### config.mk
export PLATFORM = sky130hd
export DESIGN_NAME = sktd_ram
export DESIGN_NICKNAME = d
export VERILOG_FILES = /design/src/rtl/core/sktd_ram.sv
export SDC_FILE = /design/constraint.sdc
export NUM_CORES = 1
export LEC_CHECK = 0
export BUFFER_PORTS_ARGS = -buffer_cell sky130_fd_sc_hd__buf_4
export CAP_MARGIN = 10
export CORE_ASPECT_RATIO = 1.1
export CORE_UTILIZATION = 45
export DETAILED_ROUTE_END_ITERATION = 7
export PLACE_DENSITY_LB_ADDON = 0.08
export SYNTH_ARGS = -nofsm -noshare
export SYNTH_HDL_FRONTEND = slang
export SYNTH_SLANG_ARGS = --single-unit
### constraint.sdc
create_clock -name clk -period 1.45 [get_ports clk]
set_input_delay 0.145 -clock clk [delete_from_list [all_inputs] [get_ports clk]]
set_output_delay 0.145 -clock clk [all_outputs]
set_load 0.01 [all_outputs]
### src/rtl/core/sktd_ram.sv
// ----------------------------------------------------------------------------
// sktd_ram: generic single-write, single-read RAM
// One write port, one read port, read data registered.
// ----------------------------------------------------------------------------
module sktd_ram #(
  parameter int WIDTH = 8,
  parameter int DEPTH = 2
) (
  input  logic                     clk,
  input  logic                     we,
  input  logic [$clog2(DEPTH)-1:0] waddr,
  input  logic [WIDTH-1:0]         wdata,
  input  logic [$clog2(DEPTH)-1:0] raddr,
  output logic [WIDTH-1:0]         rdata
);

  logic [WIDTH-1:0] mem [DEPTH];

  always_ff @(posedge clk) begin
    if (we) begin
      mem[waddr] <= wdata;
    end
    rdata <= mem[raddr];
  end

endmodule

==> results.cfg <==
[sta]
worstMarginPinSlew_ns = 0.355
rsz0062_at_grt = false
maxSlewViolCount = 0
relSlewSlack_pct = 76.3
hold_viol_final = 0
setup_tns_ns = 0
clock.fmax_mhz = 1100
skew_ns = 0.00672
setup_slack_ns = 0.542
timing.final.crit_share_pct = 62.6
fin_crit_ns = 0.908
setup_viol = 0
whs_ns = 0.0184

[critical_path]
crit_start = rdata[1]
worstReg2RegEnd = rdata[2]
critPathKind = register to output pin
startpoint_type = register
end_kind = output pin
ff2ff_setup_slack_ns = 0.68
crit_fanout = 1
worst_ep_required_time_ns = 1.31
max_stage_delay_ns = 0.33
critPathArrivalTime_ns = 0.76
crit_end = rdata[1]
cp_num_buf_inv = 1
crit_path_cell_trace = buf_4
r2r_cells = 1
cp.depth = 1
reg2reg_from = mem[0][2]
slowest_stage = dfxtp_1
critical-path-top-delay-family = flip-flops

[yosys]
async_reset_ff_share_pct = 0
ys_ff_latch = 24
synth.most_common_cell = edfxtp_1
syn-num-nets = 47
synth_cell_type_count = 6
ys_seq_area_share_pct = 81.7
syn_inst = 35
yosys_warnings = 0
ys_dominant_reg_cell = edfxtp_1
synth_common_cells = edfxtp_1 (16), dfxtp_1 (8), mux2_4 (8)
synth_largest_area_cell = edfxtp_1
synth_edf_count = 16
syn_area_um2 = 785
synth_top_area_share_pct = 61.2
netlist_top_cells_area = edfxtp_1 (61%), dfxtp_1 (20%), mux2_4 (15%), buf_6 (1.4%), and2_1 (0.80%)
synth_area_per_cell_um2 = 22.4

[run]
drv_cap = 0

[finish]
final_area_um2 = 978
final_nets = 72
area_growth_pct = 24.7
n_antenna_cell = 0
drive_above_1_share_pct = 54.2

[global_routing]
antenna_found_initial = 0
grt_pass1_vias = 362
grt_overflow = 0
grt_pass1_wl_mm = 1.41
grtUsageTotal_pct = 10.9
grt_max_degree = 14

[die]
boundaryPins = 20
die_w_um = 41.8
initial_core_util_pct = 49.2
dieArea_um2 = 1910
rows = 15
design.core.area_um2 = 1600
die_y_um = 45.8

[pwr]
power.switching_uw = 229
clock_power_share_pct = 22.9
total_power_uw = 1190
combPwrFrac_pct = 10.1
vdd_drop_max_v = 0.000754
leakage_uw = 0.000405
pwr-share-seq_pct = 67.0
p_int_uw = 960
switching_share_pct = 19.2
power_density_nw_per_um2 = 1220

[drt]
vias_per_cell = 4.84
first_pass_iters = 3
drtIter0Drc = 4
ant_nets = 0
post-route-drc-count = 0
vias = 368
wl_per_cell_um = 12.4
wirelength_um = 940

[cts]
cts_setup_buffers = 0
insertion_delay_ns = 0.30
numClockSinks = 24
path_clk_slew_ns = 0.12
cts_hold_buffers = 0
cts_made_buffers = 3
cts_buffer_depth = 2
post_cts_resized = 0
cts_tree = yes
htree_levels = 1
cts_root_buffer = clkbuf_4

[place]
dp_slack_ns = 0.532
placedInstanceArea_um2 = 952
io_buffers = 19
place_congestion = 0.634

[worst_hold_path]
min-delay-path-class = primary input to register
whs_path_depth = 1

[status]
status = complete, no violations
logic make-up (layout without fill, tap and decap cells):
kind of cell,Yosys count,in the layout,share of synthesized area (%)
buffers and inverters,1,25,1.44
and+or+nand+nor,2,2,1.60
DFF,24,24,81.7
muxes,8,8,15.3
layer usage:
metal,global-route usage (%),vias up,share of wire (%)
met3,2.78,0,4.8
li1,-,177,-
met5,0,-,0
met1,10.1,177,33
met2,20.9,14,63
met4,7.74,0,0
layout by cell type (no fill, tap or decap):
master	synthesis	final
and2_1	1	1
buf_4	0	21
dfxtp_1	8	8
clkbuf_4	0	3
mux2_4	8	8
clkinv_1	0	1
nor2b_1	1	1
edfxtp_1	16	16
final cells by class:
class	instances	area, µm²
multi-input combinational	10	133
sequential	24	641
clock buffer	3	22.5
tap	17	21.3
fill	113	617
timing repair buffer	21	158
clock inverter	1	3.75
registers in the layout (all words and copies together), names as in the netlist:
name / count
mem: 16
rdata: 8
worst min path at each step:
stage	endpoint	start	slack [ns]
after floorplan	mem[0][0]	wdata[0]	0.24
after global placement	mem[1][7]	wdata[7]	0.33
after detailed placement	mem[1][6]	wdata[6]	0.33
after CTS	mem[1][6]	wdata[6]	0.005
after global routing	mem[1][5]	wdata[5]	0.004
final	mem[1][6]	wdata[6]	0.02
stage by stage:
step	cells	util, %
finish	76	61.3
global route	76	61.3
CTS	76	61.3
detailed placement	72	59.7
global placement	72	59.7
floorplan	35	-
power by group through the flow:
| stage | Clock [µW] | Sequential (µW) | Combinational [µW] |
|---|---|---|---|
| after CTS | 292 | 798 | 121 |
| after global placement | 0 | 811 | 118 |
| after global routing | 307 | 801 | 128 |
| after floorplan | 0 | 821 | 47.1 |
| final | 273 | 797 | 120 |
| after detailed placement | 0 | 813 | 121 |
No activity file was read; power rests on OpenSTA's default activity.
