### src/rtl/core/sktd_pkg.sv
// ----------------------------------------------------------------------------
// sktd_pkg: shared types and constants for the sorted key table
// Field widths, command and status codes, sequencer states, compare result.
// ----------------------------------------------------------------------------
package sktd_pkg;

  localparam int CMD_W    = 2;
  localparam int KEY_W    = 56;
  localparam int DAY_W    = 5;
  localparam int MONTH_W  = 4;
  localparam int YEAR_W   = 14;
  localparam int DATE_W   = DAY_W + MONTH_W + YEAR_W;
  localparam int WORD_W   = KEY_W + DATE_W;
  localparam int RANK_W   = 7;
  localparam int STATUS_W = 2;
  localparam int ENTRY_W  = 8;

  localparam int TABLE_DEPTH_DEF = 128;

  typedef enum logic [CMD_W-1:0] {
    CMD_INSERT = 2'd0,
    CMD_READ   = 2'd1,
    CMD_PURGE  = 2'd2
  } cmd_t;

  typedef enum logic [STATUS_W-1:0] {
    STAT_OK    = 2'd0,
    STAT_FULL  = 2'd1,
    STAT_RANGE = 2'd2
  } status_t;

  typedef enum logic [3:0] {
    ST_IDLE,
    ST_INS_SCAN,
    ST_INS_PUT,
    ST_RD_WAIT,
    ST_PG_RDI,
    ST_PG_LDI,
    ST_PG_SCAN,
    ST_RESP
  } state_t;

  // result of the shared comparator: a < b, a == b
  typedef struct packed {
    logic lt;
    logic eq;
  } cmp_res_t;

endpackage

### src/rtl/core/sktd_cmp.sv
// ----------------------------------------------------------------------------
// sktd_cmp: shared unsigned magnitude comparator
// Used for key ordering on insert and date match on purge.
// ----------------------------------------------------------------------------
module sktd_cmp (
  input  logic [sktd_pkg::KEY_W-1:0] a,
  input  logic [sktd_pkg::KEY_W-1:0] b,
  output sktd_pkg::cmp_res_t         res
);

  always_comb begin
    res.lt = (a < b);
    res.eq = (a == b);
  end

endmodule

### config.mk
export PLATFORM = sky130hd
export DESIGN_NAME = sktd_cmp
export DESIGN_NICKNAME = d
export VERILOG_FILES = /design/src/rtl/core/sktd_pkg.sv /design/src/rtl/core/sktd_cmp.sv
export SDC_FILE = /design/constraint.sdc
export NUM_CORES = 1
export LEC_CHECK = 0
export BUFFER_PORTS_ARGS = -buffer_cell sky130_fd_sc_hd__buf_2
export CAP_MARGIN = 20
export CORE_UTILIZATION = 43
export DETAILED_ROUTE_END_ITERATION = 10
export PLACE_DENSITY = 0.9
export SLEW_MARGIN = 20
export SYNTH_ARGS = -nofsm -noshare
export SYNTH_HDL_FRONTEND = slang
export SYNTH_SLANG_ARGS = --single-unit
### constraint.sdc
create_clock -name vclk -period 2.2
set_input_delay 0.44 -clock vclk [all_inputs]
set_output_delay 0.44 -clock vclk [all_outputs]
set_load 0.005 [all_outputs]
==> impl_metrics.py, run 1 <==
metrics = {
    "route": {
        "wl_per_cell_um": 13.9,
        "antenna_left": 0,
        "firstDrtPassIters": 4,
        "drt_wl_total_um": 5230,
        "drt_iter0_markers": 76,
        "route.detailed.vias_per_inst": 5.15,
        "vias": 1936,
        "drcViolationCount": 0,
    },
    "logic_synthesis": {
        "synth_largest_area_cell": "ha_1",
        "synth.distinct_cells": 25,
        "syn_area_sq_mm": 0.00149,
        "ys_seq_area_frac": 0,
        "synth_fp_nets": 371,
        "yosys_warnings": 0,
        "synthTopCellsByArea": "ha_1, inv_1, a21oi_1",
        "synth_top_cell_area_share": 0.471,
        "synth_area_per_cell_sq_um": 7.33,
        "syn_inst": 203,
        "synthTopCellsByCount": "inv_1, ha_1, a21oi_1",
        "yosysMostFrequentCell": "inv_1",
    },
    "finish": {
        "drive_above_1_share": 0.533,
        "layout.nets": 500,
        "nClkBuffers": 0,
        "nFlopsAndLatches": 0,
        "stdcell_count": 376,
        "syn_to_final_growth_pct": 77.0,
        "seq_area_sq_um": 0,
        "finish.utilization": 0.790,
        "diodes": 0,
    },
    "global_route": {
        "grt_max_degree": 5,
        "grt_pass1_wl_um": 7240,
        "grt_pass1_vias": 1789,
        "grt_overflow": 0,
        "grt_use_total": 0.260,
        "antenna_found_initial": 0,
    },
    "setup_path": {
        "cp-end-kind": "output pin",
        "critPathLaunchType": "input pin",
        "critical_path_required_ns": 1.76,
        "cpLargestDelayFamily": "simple AND/OR/NAND/NOR gates",
        "arrival_ns": 1.90,
        "cp-endpoint": "res[1]",
        "crit_path_top_delay_cell": "nor4_4",
        "crit_path_max_incr_delay_ns": 0.36,
        "path_buf_inv": 3,
        "critical_path.max_fanout": 3,
        "path_class": "in2out",
        "crit_start": "b[31]",
        "path_cells": "buf_8, inv_4, ha_4, nand4_1, nor4_4, nand4_2, a21oi_2, a211oi_2, buf_2",
        "crit_cells": 9,
    },
    "pwr": {
        "power_frac_seq": 0,
        "p_clk_frac": 0,
        "p_sw_frac": 0.455,
        "power_density_mw_per_mm2": 181,
        "combPwrFrac": 1.000,
        "p_int_mw": 0.260,
        "p_switching_mw": 0.217,
        "peakVddDrop_uv": 85.5,
        "leakagePower_nw": 1.48,
    },
    "timing": {
        "setup_slack_ns": -0.135,
        "slew_headroom": 0.796,
        "hold_slack_ns": 1.43,
        "period_minus_slack_ns": 2.34,
        "tightest_slew_ns": 0.304,
        "hold_viol": 0,
        "maxSlewViolCount": 0,
        "grt_setup_unrepaired": "true",
        "setup_viol": 2,
        "max_freq_ghz": 0.428,
        "finalCritPeriodShare": 1.06,
    },
    "hold_path": {
        "hp-start": "a[2]",
        "min_path_type": "in2out",
    },
    "place": {
        "hpwl_um": 3510,
        "place_congestion": 0.711,
        "dp_slack_ns": -0.205,
        "post-place-cells": 374,
        "port_buffers": 114,
    },
    "flow_run": {
        "maxCapViolCount": 0,
    },
    "die": {
        "die_width_um": 60.8,
        "std_cell_rows": 21,
        "die-area_sq_mm": 0.00370,
        "coreArea_sq_mm": 0.00334,
        "ios": 114,
        "initial_core_util": 0.446,
        "fp.dieH_um": 60.8,
    },
    "clocking": {
        "ctsHoldBuffers": 0,
    },
    "run_status": {
        "status": "complete, but fails checks",
        "violations": "setup timing",
    },
}
-- what timing repair did --
action,4_1_cts,5_1_grt
resized for setup,43,17
setup endpoints to repair,2,2
setup buffers,2,0
pin swaps,22,10
hold endpoints to repair,0,0
-- metal layers --
layer	global-route usage	vias to the layer above	routed length [um]	part of all wire
met3	0.0192	24	256	0.049
met1	0.262	868	1830	0.35
met2	0.548	77	2950	0.56
met4	0.0844	0	193	0.037
met5	0	-	0	0
li1	-	967	-	-
-- final cells by class --
class / instances / area, sq um
timing repair buffer: 127 / 785
tap: 46 / 57.6
inverter: 57 / 219
fill: 238 / 702
multi-input combinational: 146 / 1570
-- power groups by stage --
| stage | Clock, mW | Sequential (mW) | Combinational, mW |
|---|---|---|---|
| final | 0 | 0 | 0.477 |
| after floorplan | 0 | 0 | 0.199 |
| after detailed placement | 0 | 0 | 0.362 |
| after global routing | 0 | 0 | 0.531 |
| after global placement | 0 | 0 | 0.350 |
| after CTS | 0 | 0 | 0.430 |
-- through the flow --
stage	TNS, ns	total power, mW	instance area, sq um
floorplan	0	0.199	1490
global placement	-0.375	0.350	2200
detailed placement	-0.370	0.362	2200
CTS	-0.124	0.430	2540
global route	-0.503	0.531	2640
finish	-0.225	0.477	2640
-- cells in the final DEF (no fill, tap or decap), types with 2 or more instances in the layout --
master,instances
buf_2,96
inv_1,45
ha_1,33
a21oi_1,24
ha_4,23
buf_6,17
nand2_1,16
buf_4,13
inv_2,10
nand4_1,9
o21ai_0,7
nand4_2,4
nand3_1,3
nor3_1,3
a21o_1,3
inv_4,2
nor4_4,2
nor3_2,2
a221oi_2,2
nor2_1,2
o211ai_1,2
-- how the worst min path moves through the flow --
stage | to | slack [ns] | depth (start not counted)
6_report | res[0] | 1.43 | 5
4_1_cts | res[1] | 1.43 | 6
5_1_grt | res[1] | 1.46 | 6
2_1_floorplan | res[1] | 1.19 | 4
3_5_place_dp | res[0] | 1.43 | 5
3_3_place_gp | res[1] | 1.43 | 6
-- kinds of logic after synthesis --
logic type	count (synthesis)	share of synthesized area
buffers and inverters	57	0.144
and+or+nand+nor	44	0.192
AOI/OAI and AO/OA	46	0.193
adders and majority gates	56	0.471
No activity file was read; power rests on OpenSTA's default activity.
==> run 2: changes to the inputs <==
--- a/config.mk
+++ b/config.mk
@@ -9,6 +9,7 @@
 export CAP_MARGIN = 20
 export CORE_UTILIZATION = 43
 export DETAILED_ROUTE_END_ITERATION = 10
+export GPL_ROUTABILITY_DRIVEN = 1
 export PLACE_DENSITY = 0.9
 export SLEW_MARGIN = 20
 export SYNTH_ARGS = -nofsm -noshare
==> constraint.sdc (replaced) <==
create_clock -name vclk -period 2.41
set_input_delay 0.482 -clock vclk [all_inputs]
set_output_delay 0.482 -clock vclk [all_outputs]
set_load 0.005 [all_outputs]
==> impl_metrics.py, run 2 (same netlist as run 1, synthesis figures left out) <==
metrics = {
    "die": {
        "std_cell_rows": 21,
        "die_width_um": 60.8,
        "die-area_sq_mm": 0.00370,
        "fp.dieH_um": 60.8,
        "ios": 114,
        "initial_core_util": 0.446,
        "coreArea_sq_mm": 0.00334,
    },
    "global_route": {
        "grt_max_degree": 5,
        "antenna_found_initial": 0,
        "gr-usage-met3": 0.0128,
        "met2_usage": 0.444,
        "grt_pass1_wl_um": 6000,
        "met1_usage": 0.221,
        "grt_pass1_vias": 1637,
        "grt-busiest-layer": "met2",
        "grt_overflow": 0,
        "grt_use_total": 0.206,
    },
    "timing": {
        "max_freq_ghz": 0.414,
        "timing.setup.tns_ns": -0.00779,
        "setup_viol": 1,
        "finalCritPeriodShare": 1.00,
        "period_minus_slack_ns": 2.42,
        "grt_setup_unrepaired": "true",
        "maxSlewViolCount": 0,
        "setup_slack_ns": -0.00779,
        "tightest_slew_ns": 0.290,
        "hold_viol": 0,
        "slew_headroom": 0.805,
    },
    "pwr": {
        "total_power_mw": 0.408,
        "power_density_mw_per_mm2": 164,
        "peakVddDrop_uv": 76.0,
        "leakagePower_nw": 1.43,
    },
    "finish": {
        "syn_to_final_growth_pct": 67.2,
        "nFillCells": 273,
        "finish.utilization": 0.746,
        "drive_above_1_share": 0.511,
        "diodes": 0,
        "final_cell_mix": "buf_2, inv_1, ha_1, a21oi_1, ha_4",
        "layout.nets": 497,
        "seq_area_sq_um": 0,
        "final_common_cell": "buf_2",
        "nFlopsAndLatches": 0,
        "stdcell_count": 373,
        "nClkBuffers": 0,
    },
    "run_status": {
        "status": "complete, but fails checks",
        "violations": "setup timing",
    },
    "clocking": {
        "ctsHoldBuffers": 0,
    },
    "setup_path": {
        "critPathLaunchType": "input pin",
        "arrival_ns": 1.94,
        "critical_path_required_ns": 1.93,
        "cp-end-kind": "output pin",
        "path_class": "in2out",
        "critical_path.max_fanout": 2,
    },
    "flow_run": {
        "maxCapViolCount": 0,
    },
    "route": {
        "drcViolationCount": 0,
        "wl_per_cell_um": 12.4,
        "firstDrtPassIters": 6,
        "drt_wl_total_um": 4630,
        "antenna_left": 0,
        "drt_iter0_markers": 39,
        "route.detailed.vias_per_inst": 5.01,
        "vias": 1869,
    },
    "place": {
        "hpwl_um": 3650,
        "port_buffers": 114,
        "place_congestion": 0.711,
        "post-place-cells": 371,
    },
    "hold_path": {
        "min_path_type": "in2out",
    },
}
==> run 2: cell type report <==
cell class                      count  area, sq um  area share
Tap cell                           46         57.6      0.0231
Timing Repair Buffer              124          652       0.262
Multi-Input combinational cell    146         1560       0.628
Inverter                           57          216      0.0869
==> run 2: routing by layer <==
metal  vias up  wire length, um  part of all wire
li1        960                -                 -
met1       837             1690              0.37
met2        66             2680              0.58
met3         6              211             0.046
met4         0               42            0.0091
met5         -                0                 0
==> run 2: where the power goes <==
part,internal [mW],switching [mW],total (mW),leakage [nW]
clock,0,0,0,0
sequential,0,0,0,0
combinational,0.216,0.192,0.408,1.43
==> run 2: worst paths after layout <==
kind / slack (ns) / end / startpoint / cells after the start
max: -0.008 / res[1] / a[19] / 8
min: 1.52 / res[1] / a[55] / 6
==> run 2: worst max-delay path, stage by stage <==
cell,delay (ns)
buf_2,0.10
ha_1,0.30
a21oi_1,0.17
o21ai_0,0.13
a221oi_2,0.26
o211ai_1,0.15
a211oi_2,0.20
buf_2,0.15
==> run 2: timing repair <==
action                     CTS  global route
setup buffers                1             1
pin swaps                    9            18
gates resized for setup      5            32
setup endpoints to repair    2             2
==> run 2: metrics by stage <==
step / hold WS, ns / instance area [sq um] / setup WS, ns
2_1_floorplan: 1.27 / 1490 / 0.203
3_3_place_gp: 1.52 / 2180 / -0.0766
3_5_place_dp: 1.52 / 2180 / -0.105
4_1_cts: 1.51 / 2240 / -0.00788
5_1_grt: 1.55 / 2490 / -0.0918
6_report: 1.52 / 2490 / -0.00779
==> run 3: changes to the inputs <==
--- a/config.mk
+++ b/config.mk
@@ -5,12 +5,13 @@
 export SDC_FILE = /design/constraint.sdc
 export NUM_CORES = 1
 export LEC_CHECK = 0
+export ABC_AREA = 1
 export BUFFER_PORTS_ARGS = -buffer_cell sky130_fd_sc_hd__buf_2
 export CAP_MARGIN = 20
 export CORE_UTILIZATION = 43
 export DETAILED_ROUTE_END_ITERATION = 10
 export GPL_ROUTABILITY_DRIVEN = 1
-export PLACE_DENSITY = 0.9
+export PLACE_DENSITY = 0.88
 export SLEW_MARGIN = 20
 export SYNTH_ARGS = -nofsm -noshare
 export SYNTH_HDL_FRONTEND = slang
==> impl_metrics.py, run 3 <==
metrics = {
    "setup_path": {
        "crit_path_max_incr_delay_ns": 0.30,
        "arrival_ns": 1.69,
        "cp-endpoint": "res[1]",
        "path_cells": "buf_2, ha_1, nand2_1, inv_2, nand2_1, nand2_1, nand2_1, nand3_1, a21oi_1, nand2_1, nor2_1, buf_2",
        "critPathLaunchType": "input pin",
        "cpMostUsedCell": "nand2_1",
        "critical_path.max_fanout": 2,
        "crit_path_top_delay_cell": "ha_1",
        "crit_start": "a[43]",
        "critical_path_required_ns": 1.93,
        "path_class": "in2out",
        "cp-end-kind": "output pin",
    },
    "route": {
        "vias": 1799,
        "drt_iter0_markers": 19,
        "drt_wl_total_um": 3450,
        "drcViolationCount": 0,
        "route.detailed.vias_per_inst": 4.37,
        "wl_per_cell_um": 8.36,
        "firstDrtPassIters": 2,
        "antenna_left": 0,
    },
    "finish": {
        "layout.nets": 536,
        "syn_to_final_growth_pct": 40.1,
        "diodes": 0,
        "final_common_cell": "buf_2",
        "finish.utilization": 0.643,
        "nFillCells": 327,
        "drive_above_1_share": 0.352,
        "nFlopsAndLatches": 0,
        "nClkBuffers": 0,
        "multi_input_area_sq_mm": 0.00131,
        "seq_area_sq_um": 0,
        "final_cell_mix": "buf_2, inv_1, nand2_1, ha_1, a21oi_1",
    },
    "hold_path": {
        "min_path_type": "in2out",
        "hp-start": "b[0]",
        "min_path_cells": 5,
    },
    "global_route": {
        "grt_pass1_wl_um": 5740,
        "grt_overflow": 0,
        "grt_use_total": 0.170,
        "grt_pass1_vias": 1599,
        "grt_max_degree": 4,
        "antenna_found_initial": 0,
    },
    "logic_synthesis": {
        "syn_area_sq_mm": 0.00157,
        "ys_seq_area_frac": 0,
        "synth_largest_area_cell": "ha_1",
        "synthTopCellsByArea": "ha_1, inv_1, nand2_1",
        "yosysMostFrequentCell": "inv_1",
        "synth_area_per_cell_sq_um": 6.22,
        "yosys_warnings": 0,
        "synthTopCellsByCount": "inv_1, nand2_1, ha_1",
        "synth_fp_nets": 420,
        "synth.distinct_cells": 21,
        "synth_top_cell_area_share": 0.447,
        "syn_inst": 252,
    },
    "pwr": {
        "leakagePower_nw": 1.53,
        "p_clk_frac": 0,
        "power_density_mw_per_mm2": 142,
        "p_int_mw": 0.160,
        "peakVddDrop_uv": 73.6,
        "total_power_mw": 0.313,
        "p_sw_frac": 0.488,
        "combPwrFrac": 1.000,
        "power_frac_seq": 0,
        "p_switching_mw": 0.153,
    },
    "flow_run": {
        "maxCapViolCount": 0,
    },
    "timing": {
        "slew_headroom": 0.885,
        "setup_viol": 0,
        "timing.setup.tns_ns": 0,
        "period_minus_slack_ns": 2.17,
        "max_freq_ghz": 0.460,
        "tightest_slew_ns": 0.170,
        "maxSlewViolCount": 0,
        "grt_setup_unrepaired": "false",
        "hold_viol": 0,
        "finalCritPeriodShare": 0.902,
        "hold_slack_ns": 1.53,
    },
    "place": {
        "hpwl_um": 3320,
        "place_congestion": 0.766,
        "port_buffers": 114,
    },
    "clocking": {
        "cts_setup_buffers": 0,
        "ctsHoldBuffers": 0,
        "cts_resized": 0,
    },
    "die": {
        "ios": 114,
        "die_width_um": 62.4,
        "initial_core_util": 0.459,
        "coreArea_sq_mm": 0.00342,
        "die-area_sq_mm": 0.00389,
        "fp.dieH_um": 62.4,
        "std_cell_rows": 21,
    },
    "run_status": {
        "status": "complete, no violations",
    },
}
run 3: routing by layer:
| metal | up-vias | part of all wire | track usage |
|---|---|---|---|
| li1 | 1018 | - | - |
| met4 | 0 | 0 | 0 |
| met2 | 65 | 0.53 | 0.375 |
| met1 | 716 | 0.40 | 0.180 |
| met3 | 0 | 0.068 | 0.00912 |
| met5 | - | 0 | 0 |
run 3: final cells by class:
class	instances	share of cell area
inverter	70	0.120
multi-input combinational	182	0.594
tap	46	0.0262
timing repair buffer	114	0.260
run 3: critical path, delay by kind of cell:
family,cells,cell delay [ns]
AND/OR/NAND/NOR,7,0.48
adder cells (fa/ha/maj),1,0.30
buffers and inverters,3,0.26
AO/OA/AOI/OAI,1,0.15
run 3: logic make-up (layout without fill, tap and decap cells):
kind of cell / count (synthesis) / count (layout) / synth area share
AND/OR/NAND/NOR: 97 / 97 / 0.284
buffers and inverters: 70 / 184 / 0.168
AO/OA/AOI/OAI: 29 / 29 / 0.101
adder cells (fa/ha/maj): 56 / 56 / 0.447
run 3: worst min-delay path by stage:
stage | end
floorplan | res[0]
finish | res[0]
global route | res[0]
global placement | res[0]
CTS | res[0]
detailed placement | res[0]
run 3: through the flow:
step	area, sq um	std cells	setup slack, ns
2_1_floorplan	1570	252	0.517
6_report	2200	412	0.236
5_1_grt	2200	412	0.0239
3_3_place_gp	2200	412	0.205
4_1_cts	2200	412	0.206
3_5_place_dp	2200	412	0.206
run 3: power groups by stage:
stage	clock, mW	combinational, mW	sequential, mW
4_1_cts	0	0.318	0
3_5_place_dp	0	0.317	0
2_1_floorplan	0	0.187	0
3_3_place_gp	0	0.306	0
5_1_grt	0	0.365	0
6_report	0	0.313	0
